[src/rtl/core/aca_pkg.sv]
`timescale 1ns / 1ps
// ----------------------------------------------------------------------------
// aca_pkg: shared types and constants of the anticollision cascade assembler
// Opcodes, result kinds, status codes, select codes and the control/status
// structs passed between the controller and the datapath.
// ----------------------------------------------------------------------------
package aca_pkg;

  localparam int unsigned MAX_LEVELS  = 3;
  localparam int unsigned STORE_DEPTH = 10;
  localparam int unsigned IN_TDATA_W  = 48;
  localparam int unsigned OUT_TDATA_W = 32;

  // input opcodes (s_axis_tuser)
  localparam logic [1:0] OP_START   = 2'd0;
  localparam logic [1:0] OP_RESP    = 2'd1;
  localparam logic [1:0] OP_TIMEOUT = 2'd2;

  // result kinds (m_axis_tuser)
  localparam logic [1:0] KIND_CMD = 2'd0;
  localparam logic [1:0] KIND_UID = 2'd1;
  localparam logic [1:0] KIND_ERR = 2'd2;

  // result status
  localparam logic [1:0] ST_OK      = 2'd0;
  localparam logic [1:0] ST_RX_ERR  = 2'd1;
  localparam logic [1:0] ST_BCC_ERR = 2'd2;
  localparam logic [1:0] ST_TIMEOUT = 2'd3;

  localparam logic [7:0] SEL_CL1   = 8'h93;
  localparam logic [7:0] SEL_CL2   = 8'h95;
  localparam logic [7:0] SEL_CL3   = 8'h97;
  localparam logic [7:0] CT_BYTE   = 8'h88;
  localparam logic [7:0] NVB_CODE  = 8'h20;
  localparam logic [5:0] FRAME_LEN = 6'd5;

  // what a latched item turns into
  typedef enum logic [1:0] {
    ACT_NONE,
    ACT_CMD,
    ACT_ERR,
    ACT_UID
  } act_e;

  typedef struct packed {
    logic latch;   // capture the accepted transaction
    logic apply;   // update sequence state, load single result if any
    logic emit;    // load next identifier byte
  } ctrl_cmd_t;

  typedef struct packed {
    act_e action;
    logic out_free;   // output register can take a result this cycle
    logic emit_last;  // current identifier byte is the final one
  } dp_stat_t;

  function automatic logic [7:0] sel_code_f(input logic [1:0] lvl);
    logic [7:0] code;
    unique case (lvl)
      2'd0:    code = SEL_CL1;
      2'd1:    code = SEL_CL2;
      default: code = SEL_CL3;
    endcase
    return code;
  endfunction

endpackage

[src/rtl/core/anticollision_cascade_uid_assembler.sv]
`timescale 1ns / 1ps
// ----------------------------------------------------------------------------
// anticollision_cascade_uid_assembler: cascade select and UID assembly
//
//   channel   dir  handshake            tuser      tdata
//   s_axis    in   tvalid/tready        op         rx_ok, rx_count, resp_b0..4
//   m_axis    out  tvalid/tready/tlast  kind       sel_code, nvb, uid_byte,
//                                                  uid_len, status
//
// An input transaction is captured, then decided in the next cycle; a command
// or error result waits while the output register is full, is then loaded
// into the output register and the next transaction is taken. An identifier
// of n bytes (4, 7, 9 or 10) goes out one byte per output slot.
// A stalled m_axis holds the output register and the byte sequencer.
// Reset clears the sequence state; the identifier store needs no clearing.
// ----------------------------------------------------------------------------
module anticollision_cascade_uid_assembler
  import aca_pkg::*;
(
  input  logic                   clk_i,
  input  logic                   rst_ni,
  input  logic                   s_axis_tvalid,
  output logic                   s_axis_tready,
  // [1:0] op
  input  logic [1:0]             s_axis_tuser,
  // [0] rx_ok, [6:1] rx_count, [14:7] resp_b0, [22:15] resp_b1,
  // [30:23] resp_b2, [38:31] resp_b3, [46:39] resp_b4, [47] zero
  input  logic [IN_TDATA_W-1:0]  s_axis_tdata,
  output logic                   m_axis_tvalid,
  input  logic                   m_axis_tready,
  output logic                   m_axis_tlast,
  // [1:0] kind
  output logic [1:0]             m_axis_tuser,
  // [7:0] sel_code, [15:8] nvb, [23:16] uid_byte, [27:24] uid_len,
  // [29:28] status, [31:30] zero
  output logic [OUT_TDATA_W-1:0] m_axis_tdata
);

  ctrl_cmd_t  cmd;
  dp_stat_t   stat;
  logic [7:0] sel_code, nvb, uid_byte;
  logic [3:0] uid_len;
  logic [1:0] status;

  aca_ctrl u_ctrl (
    .clk_i      (clk_i),
    .rst_ni     (rst_ni),
    .in_valid_i (s_axis_tvalid),
    .in_ready_o (s_axis_tready),
    .stat_i     (stat),
    .cmd_o      (cmd)
  );

  aca_dp u_dp (
    .clk_i       (clk_i),
    .rst_ni      (rst_ni),
    .cmd_i       (cmd),
    .stat_o      (stat),
    .op_i        (s_axis_tuser),
    .rx_ok_i     (s_axis_tdata[0]),
    .rx_count_i  (s_axis_tdata[6:1]),
    .resp_b0_i   (s_axis_tdata[14:7]),
    .resp_b1_i   (s_axis_tdata[22:15]),
    .resp_b2_i   (s_axis_tdata[30:23]),
    .resp_b3_i   (s_axis_tdata[38:31]),
    .resp_b4_i   (s_axis_tdata[46:39]),
    .out_valid_o (m_axis_tvalid),
    .out_ready_i (m_axis_tready),
    .kind_o      (m_axis_tuser),
    .sel_code_o  (sel_code),
    .nvb_o       (nvb),
    .uid_byte_o  (uid_byte),
    .uid_len_o   (uid_len),
    .status_o    (status),
    .last_o      (m_axis_tlast)
  );

  assign m_axis_tdata = {2'b00, status, uid_len, uid_byte, nvb, sel_code};

endmodule

[src/rtl/core/aca_ctrl.sv]
`timescale 1ns / 1ps
// ----------------------------------------------------------------------------
// aca_ctrl: sequencing state machine
// Accepts one transaction, has it decided by the datapath, then steps the
// identifier bytes out one per free output slot.
// ----------------------------------------------------------------------------
module aca_ctrl
  import aca_pkg::*;
(
  input  logic      clk_i,
  input  logic      rst_ni,
  input  logic      in_valid_i,
  output logic      in_ready_o,
  input  dp_stat_t  stat_i,
  output ctrl_cmd_t cmd_o
);

  typedef enum logic [1:0] {
    S_IDLE,
    S_DECIDE,
    S_EMIT
  } state_e;

  state_e state_q, state_d;
  logic   ready_q;

  always_comb begin
    state_d   = state_q;
    cmd_o     = '0;
    unique case (state_q)
      S_IDLE: begin
        // capture only on a real handshake
        if (in_valid_i && ready_q) begin
          cmd_o.latch = 1'b1;
          state_d     = S_DECIDE;
        end
      end
      S_DECIDE: begin
        unique case (stat_i.action)
          ACT_NONE: begin
            cmd_o.apply = 1'b1;
            state_d     = S_IDLE;
          end
          ACT_UID: begin
            // identifier bytes go out from S_EMIT, store is updated here
            cmd_o.apply = 1'b1;
            state_d     = S_EMIT;
          end
          default: begin
            if (stat_i.out_free) begin
              cmd_o.apply = 1'b1;
              state_d     = S_IDLE;
            end
          end
        endcase
      end
      S_EMIT: begin
        if (stat_i.out_free) begin
          cmd_o.emit = 1'b1;
          if (stat_i.emit_last) state_d = S_IDLE;
        end
      end
      default: state_d = S_IDLE;
    endcase
  end

  always_ff @(posedge clk_i or negedge rst_ni) begin
    if (!rst_ni) begin
      state_q <= S_IDLE;
      ready_q <= 1'b0;
    end else begin
      state_q <= state_d;
      ready_q <= (state_d == S_IDLE);
    end
  end

  assign in_ready_o = ready_q;

endmodule

[src/rtl/core/aca_dp.sv]
`timescale 1ns / 1ps
// ----------------------------------------------------------------------------
// aca_dp: datapath of the anticollision cascade assembler
// Input capture, frame checks, cascade state, identifier store and the
// output register.
// ----------------------------------------------------------------------------
module aca_dp
  import aca_pkg::*;
(
  input  logic       clk_i,
  input  logic       rst_ni,
  input  ctrl_cmd_t  cmd_i,
  output dp_stat_t   stat_o,
  input  logic [1:0] op_i,
  input  logic       rx_ok_i,
  input  logic [5:0] rx_count_i,
  input  logic [7:0] resp_b0_i,
  input  logic [7:0] resp_b1_i,
  input  logic [7:0] resp_b2_i,
  input  logic [7:0] resp_b3_i,
  input  logic [7:0] resp_b4_i,
  output logic       out_valid_o,
  input  logic       out_ready_i,
  output logic [1:0] kind_o,
  output logic [7:0] sel_code_o,
  output logic [7:0] nvb_o,
  output logic [7:0] uid_byte_o,
  output logic [3:0] uid_len_o,
  output logic [1:0] status_o,
  output logic       last_o
);

  // captured transaction
  logic [1:0] op_q;
  logic       rx_ok_q;
  logic [5:0] rx_count_q;
  logic [7:0] b_q [5];

  // sequence state
  logic       busy_q, busy_d;
  logic [1:0] level_q, level_d;
  logic [3:0] uid_count_q, uid_count_d;
  logic [3:0] emit_idx_q;
  logic [7:0] store_q [STORE_DEPTH];

  // output register
  logic       out_valid_q;
  logic [1:0] kind_q;
  logic [7:0] sel_q, nvb_q, uid_q;
  logic [3:0] len_q;
  logic [1:0] status_q;
  logic       last_q;

  act_e       action;
  logic [1:0] err_code;
  logic       frame_good;
  logic       is_tag;
  logic [1:0] level_inc;
  logic [7:0] wr_byte [4];
  logic [2:0] wr_num;
  logic       store_en;
  logic       out_free;
  logic       load_cmd, load_err;
  logic [4:0] count_sum;

  always_ff @(posedge clk_i) begin
    if (cmd_i.latch) begin
      op_q       <= op_i;
      rx_ok_q    <= rx_ok_i;
      rx_count_q <= rx_count_i;
      b_q[0]     <= resp_b0_i;
      b_q[1]     <= resp_b1_i;
      b_q[2]     <= resp_b2_i;
      b_q[3]     <= resp_b3_i;
      b_q[4]     <= resp_b4_i;
    end
  end

  assign is_tag    = (b_q[0] == CT_BYTE);
  assign level_inc = level_q + 2'd1;

  always_comb begin
    action     = ACT_NONE;
    err_code   = ST_OK;
    frame_good = 1'b0;
    if (op_q == OP_START) begin
      action = ACT_CMD;
    end else if (!busy_q || (op_q != OP_RESP && op_q != OP_TIMEOUT)) begin
      action = ACT_NONE;
    end else if (op_q == OP_TIMEOUT) begin
      action   = ACT_ERR;
      err_code = ST_TIMEOUT;
    end else if (!rx_ok_q || rx_count_q != FRAME_LEN) begin
      action   = ACT_ERR;
      err_code = ST_RX_ERR;
    end else if ((b_q[0] ^ b_q[1] ^ b_q[2] ^ b_q[3]) != b_q[4]) begin
      action   = ACT_ERR;
      err_code = ST_BCC_ERR;
    end else begin
      frame_good = 1'b1;
      action = (is_tag && 32'(level_inc) < MAX_LEVELS) ? ACT_CMD : ACT_UID;
    end
  end

  // bytes to store: three after a cascade tag, else all four
  always_comb begin
    if (is_tag) begin
      wr_byte[0] = b_q[1];
      wr_byte[1] = b_q[2];
      wr_byte[2] = b_q[3];
      wr_byte[3] = b_q[3];
      wr_num     = 3'd3;
    end else begin
      wr_byte[0] = b_q[0];
      wr_byte[1] = b_q[1];
      wr_byte[2] = b_q[2];
      wr_byte[3] = b_q[3];
      wr_num     = 3'd4;
    end
  end

  assign store_en  = cmd_i.apply && frame_good;
  assign count_sum = {1'b0, uid_count_q} + {2'b00, wr_num};

  always_comb begin
    busy_d      = busy_q;
    level_d     = level_q;
    uid_count_d = uid_count_q;
    if (cmd_i.apply) begin
      if (op_q == OP_START) begin
        busy_d      = 1'b1;
        level_d     = 2'd0;
        uid_count_d = 4'd0;
      end else if (action == ACT_ERR || action == ACT_UID) begin
        busy_d = 1'b0;
      end
      if (store_en) begin
        uid_count_d = (count_sum > 5'(STORE_DEPTH)) ? 4'(STORE_DEPTH) : count_sum[3:0];
        if (is_tag) level_d = level_inc;
      end
    end
  end

  always_ff @(posedge clk_i or negedge rst_ni) begin
    if (!rst_ni) begin
      busy_q      <= 1'b0;
      level_q     <= 2'd0;
      uid_count_q <= 4'd0;
      emit_idx_q  <= 4'd0;
      out_valid_q <= 1'b0;
    end else begin
      busy_q      <= busy_d;
      level_q     <= level_d;
      uid_count_q <= uid_count_d;
      if (cmd_i.apply)     emit_idx_q <= 4'd0;
      else if (cmd_i.emit) emit_idx_q <= emit_idx_q + 4'd1;
      if (load_cmd || load_err || cmd_i.emit) out_valid_q <= 1'b1;
      else if (out_ready_i)                    out_valid_q <= 1'b0;
    end
  end

  // identifier store: up to four sequential entries written per response
  always_ff @(posedge clk_i) begin
    for (int k = 0; k < 4; k++) begin
      if (store_en && 3'(k) < wr_num &&
          ({1'b0, uid_count_q} + 5'(k)) < 5'(STORE_DEPTH)) begin
        store_q[uid_count_q + 4'(k)] <= wr_byte[k];
      end
    end
  end

  assign out_free = !out_valid_q || out_ready_i;
  assign load_cmd = cmd_i.apply && (action == ACT_CMD);
  assign load_err = cmd_i.apply && (action == ACT_ERR);

  always_ff @(posedge clk_i) begin
    if (load_cmd) begin
      kind_q   <= KIND_CMD;
      sel_q    <= sel_code_f((op_q == OP_START) ? 2'd0 : level_inc);
      nvb_q    <= NVB_CODE;
      uid_q    <= 8'd0;
      len_q    <= 4'd0;
      status_q <= ST_OK;
      last_q   <= 1'b1;
    end else if (load_err) begin
      kind_q   <= KIND_ERR;
      sel_q    <= 8'd0;
      nvb_q    <= 8'd0;
      uid_q    <= 8'd0;
      len_q    <= 4'd0;
      status_q <= err_code;
      last_q   <= 1'b1;
    end else if (cmd_i.emit) begin
      kind_q   <= KIND_UID;
      sel_q    <= 8'd0;
      nvb_q    <= 8'd0;
      uid_q    <= store_q[emit_idx_q];
      len_q    <= uid_count_q;
      status_q <= ST_OK;
      last_q   <= stat_o.emit_last;
    end
  end

  assign stat_o.action    = action;
  assign stat_o.out_free  = out_free;
  assign stat_o.emit_last = (emit_idx_q == uid_count_q - 4'd1);

  assign out_valid_o = out_valid_q;
  assign kind_o      = kind_q;
  assign sel_code_o  = sel_q;
  assign nvb_o       = nvb_q;
  assign uid_byte_o  = uid_q;
  assign uid_len_o   = len_q;
  assign status_o    = status_q;
  assign last_o      = last_q;

  a_count_bound: assert property (@(posedge clk_i) disable iff (!rst_ni)
    uid_count_q <= 4'(STORE_DEPTH))
    else $error("identifier count beyond store depth");

  a_emit_in_range: assert property (@(posedge clk_i) disable iff (!rst_ni)
    cmd_i.emit |-> (emit_idx_q < uid_count_q))
    else $error("identifier read past stored bytes");

  a_no_overwrite: assert property (@(posedge clk_i) disable iff (!rst_ni)
    (load_cmd || load_err || cmd_i.emit) |-> out_free)
    else $error("pending result overwritten");

  a_err_idles: assert property (@(posedge clk_i) disable iff (!rst_ni)
    (load_err || (cmd_i.apply && action == ACT_UID)) |=> !busy_q)
    else $error("sequence still busy after error or identifier");

  a_busy_level: assert property (@(posedge clk_i) disable iff (!rst_ni)
    busy_q |-> (32'(level_q) < MAX_LEVELS))
    else $error("busy beyond last cascade level");

endmodule

[config.mk]
export PLATFORM = sky130hd
export DESIGN_NAME = anticollision_cascade_uid_assembler
export DESIGN_NICKNAME = d
export VERILOG_FILES = /design/src/rtl/core/aca_pkg.sv /design/src/rtl/core/anticollision_cascade_uid_assembler.sv /design/src/rtl/core/aca_ctrl.sv /design/src/rtl/core/aca_dp.sv
export SDC_FILE = /design/constraint.sdc
export NUM_CORES = 1
export LEC_CHECK = 0
export ABC_AREA = 1
export CORE_UTILIZATION = 44
export DETAILED_ROUTE_END_ITERATION = 10
export DONT_BUFFER_PORTS = 1
export PLACE_DENSITY = 0.66
export SLEW_MARGIN = 20
export SYNTH_ARGS = -nofsm -noshare
export SYNTH_HDL_FRONTEND = slang
export SYNTH_SLANG_ARGS = --single-unit
[constraint.sdc]
create_clock -name clk_i -period 4.4 [get_ports clk_i]
set_clock_uncertainty 0.1 [all_clocks]
set_input_delay 0.22 -clock clk_i [delete_from_list [all_inputs] [get_ports clk_i]]
set_output_delay 0.22 -clock clk_i [all_outputs]
set_load 0.02 [all_outputs]
==> metrics.txt, run 1 <==
grt ovf 0; Comb power frac about 28%; Mean Syn Cell Area 7.46 µm²; post-synth top area share a little over a third; first-pass GRT wire length around 54 mm; HPWL after DPL around 24 mm; Yosys cell types 41; initial core utilization between 40 and 50%; Finished Layout Cells 1,880; placer congestion estimate 0.928; worst skew pair latency 0.45 ns; row count 57; Port Buffer Count 0; vias in the first global route ~9,900; max_cap viols 0; Worst Hold Class input port to asynchronous set/reset pin; TritonCTS Buffers 17; Die W 161 µm; worst path arrival time around 4.2 ns; Synth area leaders edfxtp_1, nand2_1, nand4_1; Mapped Area approximately 11,000 µm²; Flop pwr share about two fifths; Slew Limit Headroom between 15 and 20%; Iter 0 DRT Violations about 1,100; Reg clk slew, reported paths 0.07 ns; period utilization around 95%; Synth Warn # 0; Die Ht about 160 µm; drt wl/cell approximately 19 µm; GRT Total Usage a little over a quarter; fin nets between 1,500 and 2,000; final instance area 13,000 µm²; multi-input logic area 5330 µm²; commonest non-fill, non-tap cell in the layout nand2_1; minimum clock period about 4.2 ns; Top Ports 91; largest net degree at the start of global routing 50; Pwr Density a little over 400 nW/µm²; Peak VDD IR ~0.00030 V; P&R area growth vs syn 17.0%; DRC Markers 0; Vias/cell 5.75; Max Clk Rate 238 MHz; number of synthesized flops with an enable pin about 130; outcome finished clean; Mapped Cells roughly 1,500; clock sink total roughly 170; CTS Buffer Depth 2; router iterations before antenna repair 6; Startpoint Class flop; #FFs+latches synth 166; H-tree Lvls 4; Synth area leader edfxtp_1; # setup viols final 0; most frequent cells in the layout nand2_1, inv_1, nand4_1, edfxtp_1, o21ai_0; WP data required approximately 4.4 ns; CORE AREA 24,500 µm²; Fillers 2,329; clock share of power just over 30%; Sw Ratio a little over a third; P_int between 3000 and 4000 µW; CP endpoint kind flop; TNS Setup 0 ns; NetSw between 1500 and 2000 µW; max-slew violation count 0; final WL 35.3 mm; Register Area between 4000 and 5000 µm²; leakage approximately 0.0056 µW; post-layout total power between 5000 and 6000 µW; ANT nets after route 0; Placed Cells about 1,800; CTS tree built; die footprint ~26,000 µm²; final hold viol count 0; Antenna Cells 0; Async S/R FF share, synth a little under a tenth; root buffer cell clkbuf_16; Slew @ Worst Pin 1.20 ns; initial antenna violation count 0; CP Max Fanout 31; ratio of cells with drive above 1 in the final layout between 9 and 10%; Post-DP Area between 10,000 and 15,000 µm²; Synth Flop Type edfxtp_1; CP Class flop to flop; Seq/Total Area, Yosys ~43%; vias 10,801; unrepaired setup endpoints after global routing true
path summary, 6_finish.rpt:
path | from | endpoint | slack (ns) | cells past startpoint
max | u_dp.b_q[0][31]$_DFFE_PP_ | u_dp.store_q[2][2]$_DFFE_PP_ | 0.21 | 24
min | rst_ni | u_dp.level_q[1]$_DFFE_PN0P_ | 0.15 | 1
max reg2reg | u_dp.b_q[0][31]$_DFFE_PP_ | u_dp.store_q[2][2]$_DFFE_PP_ | 0.21 | 24
min reg2reg | u_dp.emit_idx_q[3]$_DFFE_PN0P_ | u_dp.emit_idx_q[3]$_DFFE_PN0P_ | 0.37 | 1
max in group asynchronous | rst_ni | u_dp.uid_count_q[3]$_DFFE_PN0P_ | 3.61 | 1
min in group clk_i | s_axis_tdata[36] | u_dp.b_q[0][29]$_DFFE_PP_ | 0.30 | 1
sequential cells by signal, indices dropped and copies added, names as in the netlist, 2 cells and up:
signal and flops:
u_ctrl.state_q 2, u_dp.b_q 40, u_dp.emit_idx_q 4, u_dp.kind_o 2, u_dp.level_q 2, u_dp.op_q 2, u_dp.rx_count_q 6, u_dp.sel_code_o 4
u_dp.status_o 2, u_dp.store_q 80, u_dp.uid_byte_o 8, u_dp.uid_count_q 4, u_dp.uid_len_o 4
Yosys cell counts, types with 4 or more instances:
master      n
nand2_1   374
inv_1     164
nand4_1   135
edfxtp_1  133
o21ai_0   118
nand3_1   113
nor2_1    108
clkbuf_1   71
a21oi_1    51
ha_1       22
dfxtp_1    18
buf_4      17
dfrtp_1    15
o21ai_1    15
buf_2      12
nand3_2    11
o211ai_1   11
a31oi_1     9
clkinv_1    9
o22ai_1     9
xor2_1      9
inv_2       8
o221ai_1    8
nand3b_1    7
xnor2_1     6
or2_2       4
logic make-up (layout without fill, tap and decap cells):
group	Yosys count	count (layout)	share of synthesized area, %
adders and majority gates	23	23	2.67
AOI/OAI and AO/OA	228	228	11.2
DFF	166	166	42.7
and+or+nand+nor	766	766	31.8
buffers and inverters	285	346	10.4
other	1	12	0.0339
xor gates and xnor gates	15	15	1.19
stage by stage:
stage / setup slack (ns) / hold WS, ns / util, %
after global routing: -0.0790 / 0.224 / 52.8
after CTS: 0.0287 / 0.180 / 52.2
after floorplan: 0.537 / -0.176 / -
after detailed placement: -0.183 / -0.175 / 47.4
final: 0.206 / 0.151 / 52.8
after global placement: -0.0538 / -0.175 / 47.4
layer usage:
layer | vias to the layer above | part of all wire [%] | global-route usage [%]
met5 | - | 0 | 0
met4 | 0 | 4.3 | 13.7
met3 | 107 | 9.7 | 5.99
met2 | 563 | 45 | 42.9
met1 | 4987 | 41 | 35.3
li1 | 5144 | - | -
final cells by class:
type | instances | area share, %
Sequential cell | 166 | 36.5
Inverter | 181 | 5.24
Clock inverter | 15 | 1.48
Multi-Input combinational cell | 1044 | 41.1
Tap cell | 324 | 3.13
Clock buffer | 17 | 3.28
Timing Repair Buffer | 133 | 9.26
power by group through the flow:
stage	combinational, µW	clock (µW)	sequential, µW
after global routing	1590	1670	2230
after floorplan	913	0	2180
after detailed placement	1360	0	2230
after global placement	1330	0	2220
after CTS	1400	1610	2200
final	1440	1600	2200
timing repair:
action	4_1_cts	5_1_grt
hold buffers	52	0
buffers inserted	0	4
setup endpoints to repair	125	154
pin swaps	1	2
hold endpoints to repair	66	0
resized for setup	5	16
cloned	0	2
critical path, cell delays in order (launching register included):
cell	delay, ns
edfxtp_1	0.42
inv_1	0.10
nand2_1	0.09
nand2_1	0.06
nand2_1	0.07
nand2_1	0.06
nand2_1	0.04
nand2_1	0.08
nand2_1	0.10
nor2_4	0.13
and2_1	0.17
nand2_1	0.07
or3_1	0.32
nand2_1	0.10
inv_1	0.06
ha_1	0.29
nand2_1	0.09
nand2_1	0.10
nor3_4	0.20
nand4_4	0.20
nor2_4	0.18
buf_12	0.23
nand3_2	0.22
nand4_1	0.21
buf_4	0.21
No activity file was read; power rests on OpenSTA's default activity.
==> run 2: changes to the inputs <==
CORE_ASPECT_RATIO = 1.5   (was not set)
CORE_UTILIZATION = 60   (was 44)
CTS_BUF_LIST = sky130_fd_sc_hd__clkbuf_8 sky130_fd_sc_hd__clkbuf_16   (was not set)
PLACE_DENSITY = 0.83   (was 0.66)
==> run 2 against run 1 <==
- the flow now finishes with violations (negative setup slack)
- sequential power barely moved
- critical path depth grew 3
- count of clock-buffer cells in the layout grew 3
==> metrics.txt, run 2 (synthesis gave the netlist of run 1 again) <==
clock share of power 30.0% (-0.5 points); worst path arrival time 4.50 ns (+0.27 ns); largest net degree at the start of global routing 50 (unchanged); most frequent cells in the layout nand2_1, inv_1, nand4_1, edfxtp_1, nand3_1; Largest register FFs 80 (unchanged); Reg2Reg Launch Point u_dp.b_q[0][19]$_DFFE_PP_; CP Max Fanout 7 (-77%); CP Class flop to flop; Slew Limit Headroom 19.1% (-0.22 points); Slew @ Worst Pin 1.21 ns (+0.0113 ns); vias in the first global route 10,358 (+4.9%); H-tree Lvls 4 (unchanged); pre-CTS WS -0.0407 ns (+0.142 ns); first-pass GRT wire length 54.1 mm (-0.10%); worst hold slack 0.161 ns (+0.00962 ns); ratio of cells with drive above 1 in the final layout 11.1% (+1.2 points); Fillers 1,229 (-47%); Util after Layout 73.0% (+20 points); Comb power frac 27.0% (-0.5 points); Sw Ratio 36.7% (+0.20 points); root buffer cell clkbuf_16; Reg-to-Reg End u_dp.store_q[7][6]$_DFFE_PP_; unrepaired setup endpoints after global routing true; drt wl/cell 20.4 µm (+8.7%); minimum clock period 4.40 ns (+0.207 ns); NetSw 1910 µW (-0.36%); Worst Hold Class input port to asynchronous set/reset pin; CTS Buffer Depth 2 (unchanged); Vias/cell 6.41 (+12%); Antenna Cells 0 (unchanged); period utilization 100% (+4.7 points); CORE AREA 18,000 µm² (-27%); Setup WS post-layout -0.00156 ns (-0.207 ns); # setup viols final 1 (+1); row count 60 (+5.3%); grt ovf 0 (unchanged); Biggest register u_dp.store_q; max_cap viols 0 (unchanged); max-slew violation count 0 (unchanged); Worst R2R Path Depth 27 (+13%); CTS tree built; WP data required 4.49 ns (+0.05 ns); post-layout total power 5200 µW (-0.91%); Die W 113 µm (-30%); die footprint 19,000 µm² (-26%); GRT Total Usage 37.3% (+10 points); DRC Markers 0 (unchanged); outcome finished with violations; Max Clk Rate 227 MHz (-4.7%); leakage 0.00575 µW (+2.0%); worst reg2reg setup slack -0.002 ns (-0.21 ns); TritonCTS Buffers 17 (unchanged); Port Buffer Count 0 (unchanged); failing checks negative setup slack; vias 11,472 (+6.2%); CP endpoint kind flop; Pwr Density 395 nW/µm² (-2.4%); placer congestion estimate 0.977 (+5.3%); final hold viol count 0 (unchanged); fin nets 1,637 (+1.0%); initial antenna violation count 0 (unchanged); clock sink total 166 (unchanged); Startpoint Class flop; ANT nets after route 0 (unchanged); Flop pwr share 43.0% (+1.0 points); Die Ht 168 µm (+4.8%); HPWL after DPL 22.9 mm (-3.4%); commonest non-fill, non-tap cell in the layout nand2_1; Peak VDD IR 0.000346 V (+17%); initial core utilization 61.5% (+16 points); TNS Setup -0.00156 ns (-0.00156 ns); router iterations before antenna repair 9 (+3); Reg clk slew, reported paths 0.07 ns (about the same); worst skew pair latency 0.44 ns (about the same); P&R area growth vs syn 18.8%; P_int 3290 µW (-1.2%); Iter 0 DRT Violations 1,439 (+32%); final WL 36.6 mm (+3.5%); Top Ports 91 (unchanged)
[run 2: changes by cell type in the layout (fill, tap and decap cells not counted), sizes merged]
cell / change
clkinvlp: +1
buf: +13
clkinv: -3
bufinv: -2
inv: +1
clkbuf: +6
nor2: +1
[run 2: layer usage]
layer | track usage, % | wire length, µm | vias to the layer above
li1 | - | - | 5196
met1 | 41.6 | 11900 | 5060
met2 | 66.2 | 17700 | 912
met3 | 6.08 | 3690 | 304
met4 | 23.1 | 3200 | 0
met5 | 0 | 0 | -
[run 2: through the flow]
stage / std cells / instance area, µm²
final: 1790 / 13200
after global routing: 1790 / 13200
after CTS: 1761 / 12600
after detailed placement: 1677 / 11500
after global placement: 1677 / 11500
after floorplan: 1495 / 11100
[run 2: how the worst max path moves through the flow]
| stage | slack [ns] | cells after the start | start | endpoint |
|---|---|---|---|---|
| 3_5_place_dp | -0.04 | 24 | u_dp.b_q[0][31]$_DFFE_PP_ | u_dp.store_q[3][6]$_DFFE_PP_ |
| 5_1_grt | -0.14 | 27 | u_dp.b_q[0][17]$_DFFE_PP_ | u_dp.store_q[2][7]$_DFFE_PP_ |
| 3_3_place_gp | 0.11 | 24 | u_dp.b_q[0][31]$_DFFE_PP_ | u_dp.store_q[3][5]$_DFFE_PP_ |
| 2_1_floorplan | 0.54 | 16 | u_dp.b_q[0][0]$_DFFE_PP_ | u_dp.store_q[6][0]$_DFFE_PP_ |
| 6_report | -0.002 | 27 | u_dp.b_q[0][19]$_DFFE_PP_ | u_dp.store_q[7][6]$_DFFE_PP_ |
| 4_1_cts | 0.06 | 24 | u_dp.b_q[0][31]$_DFFE_PP_ | u_dp.store_q[3][4]$_DFFE_PP_ |
[run 2: area by class of cell]
| type | instances | area, µm² | share of cell area, % |
|---|---|---|---|
| timing repair buffer | 149 | 1460 | 11.1 |
| multi-input combinational | 1045 | 5390 | 41.0 |
| tap | 217 | 272 | 2.06 |
| clock buffer | 20 | 489 | 3.72 |
| inverter | 181 | 683 | 5.19 |
| clock inverter | 12 | 129 | 0.980 |
| sequential | 166 | 4730 | 36.0 |
[run 2: power by group through the flow]
stage	clock (µW)	combinational (µW)	sequential (µW)
floorplan	0	913	2180
global placement	0	1190	2250
detailed placement	0	1230	2260
CTS	1540	1280	2220
global route	1620	1540	2250
finish	1560	1410	2230
[run 2: worst max-delay path, cell delays in order (launching register included)]
cell	delay [ns]
edfxtp_1	0.47
inv_2	0.09
nand2_1	0.06
nand2_1	0.06
nand2_1	0.08
nand2_1	0.09
nand2_1	0.07
nand2_1	0.10
nand2_1	0.10
nor2_4	0.16
and2_4	0.16
nand2_1	0.07
or3_1	0.35
nand2_1	0.10
inv_1	0.08
ha_4	0.23
nand2_2	0.08
nand2_2	0.08
nor3_4	0.20
nand4_4	0.18
nor2_4	0.37
clkbuf_16	0.23
nand3_2	0.13
buf_6	0.18
o21ai_0	0.15
inv_1	0.06
nand2_1	0.06
nand2_1	0.05
[run 2: timing repair]
action,CTS,global route
setup endpoints to repair,57,168
gates resized for setup,1,56
hold buffers,52,0
setup buffers,0,22
pin swaps,0,10
cloned,0,7
hold endpoints to repair,66,0
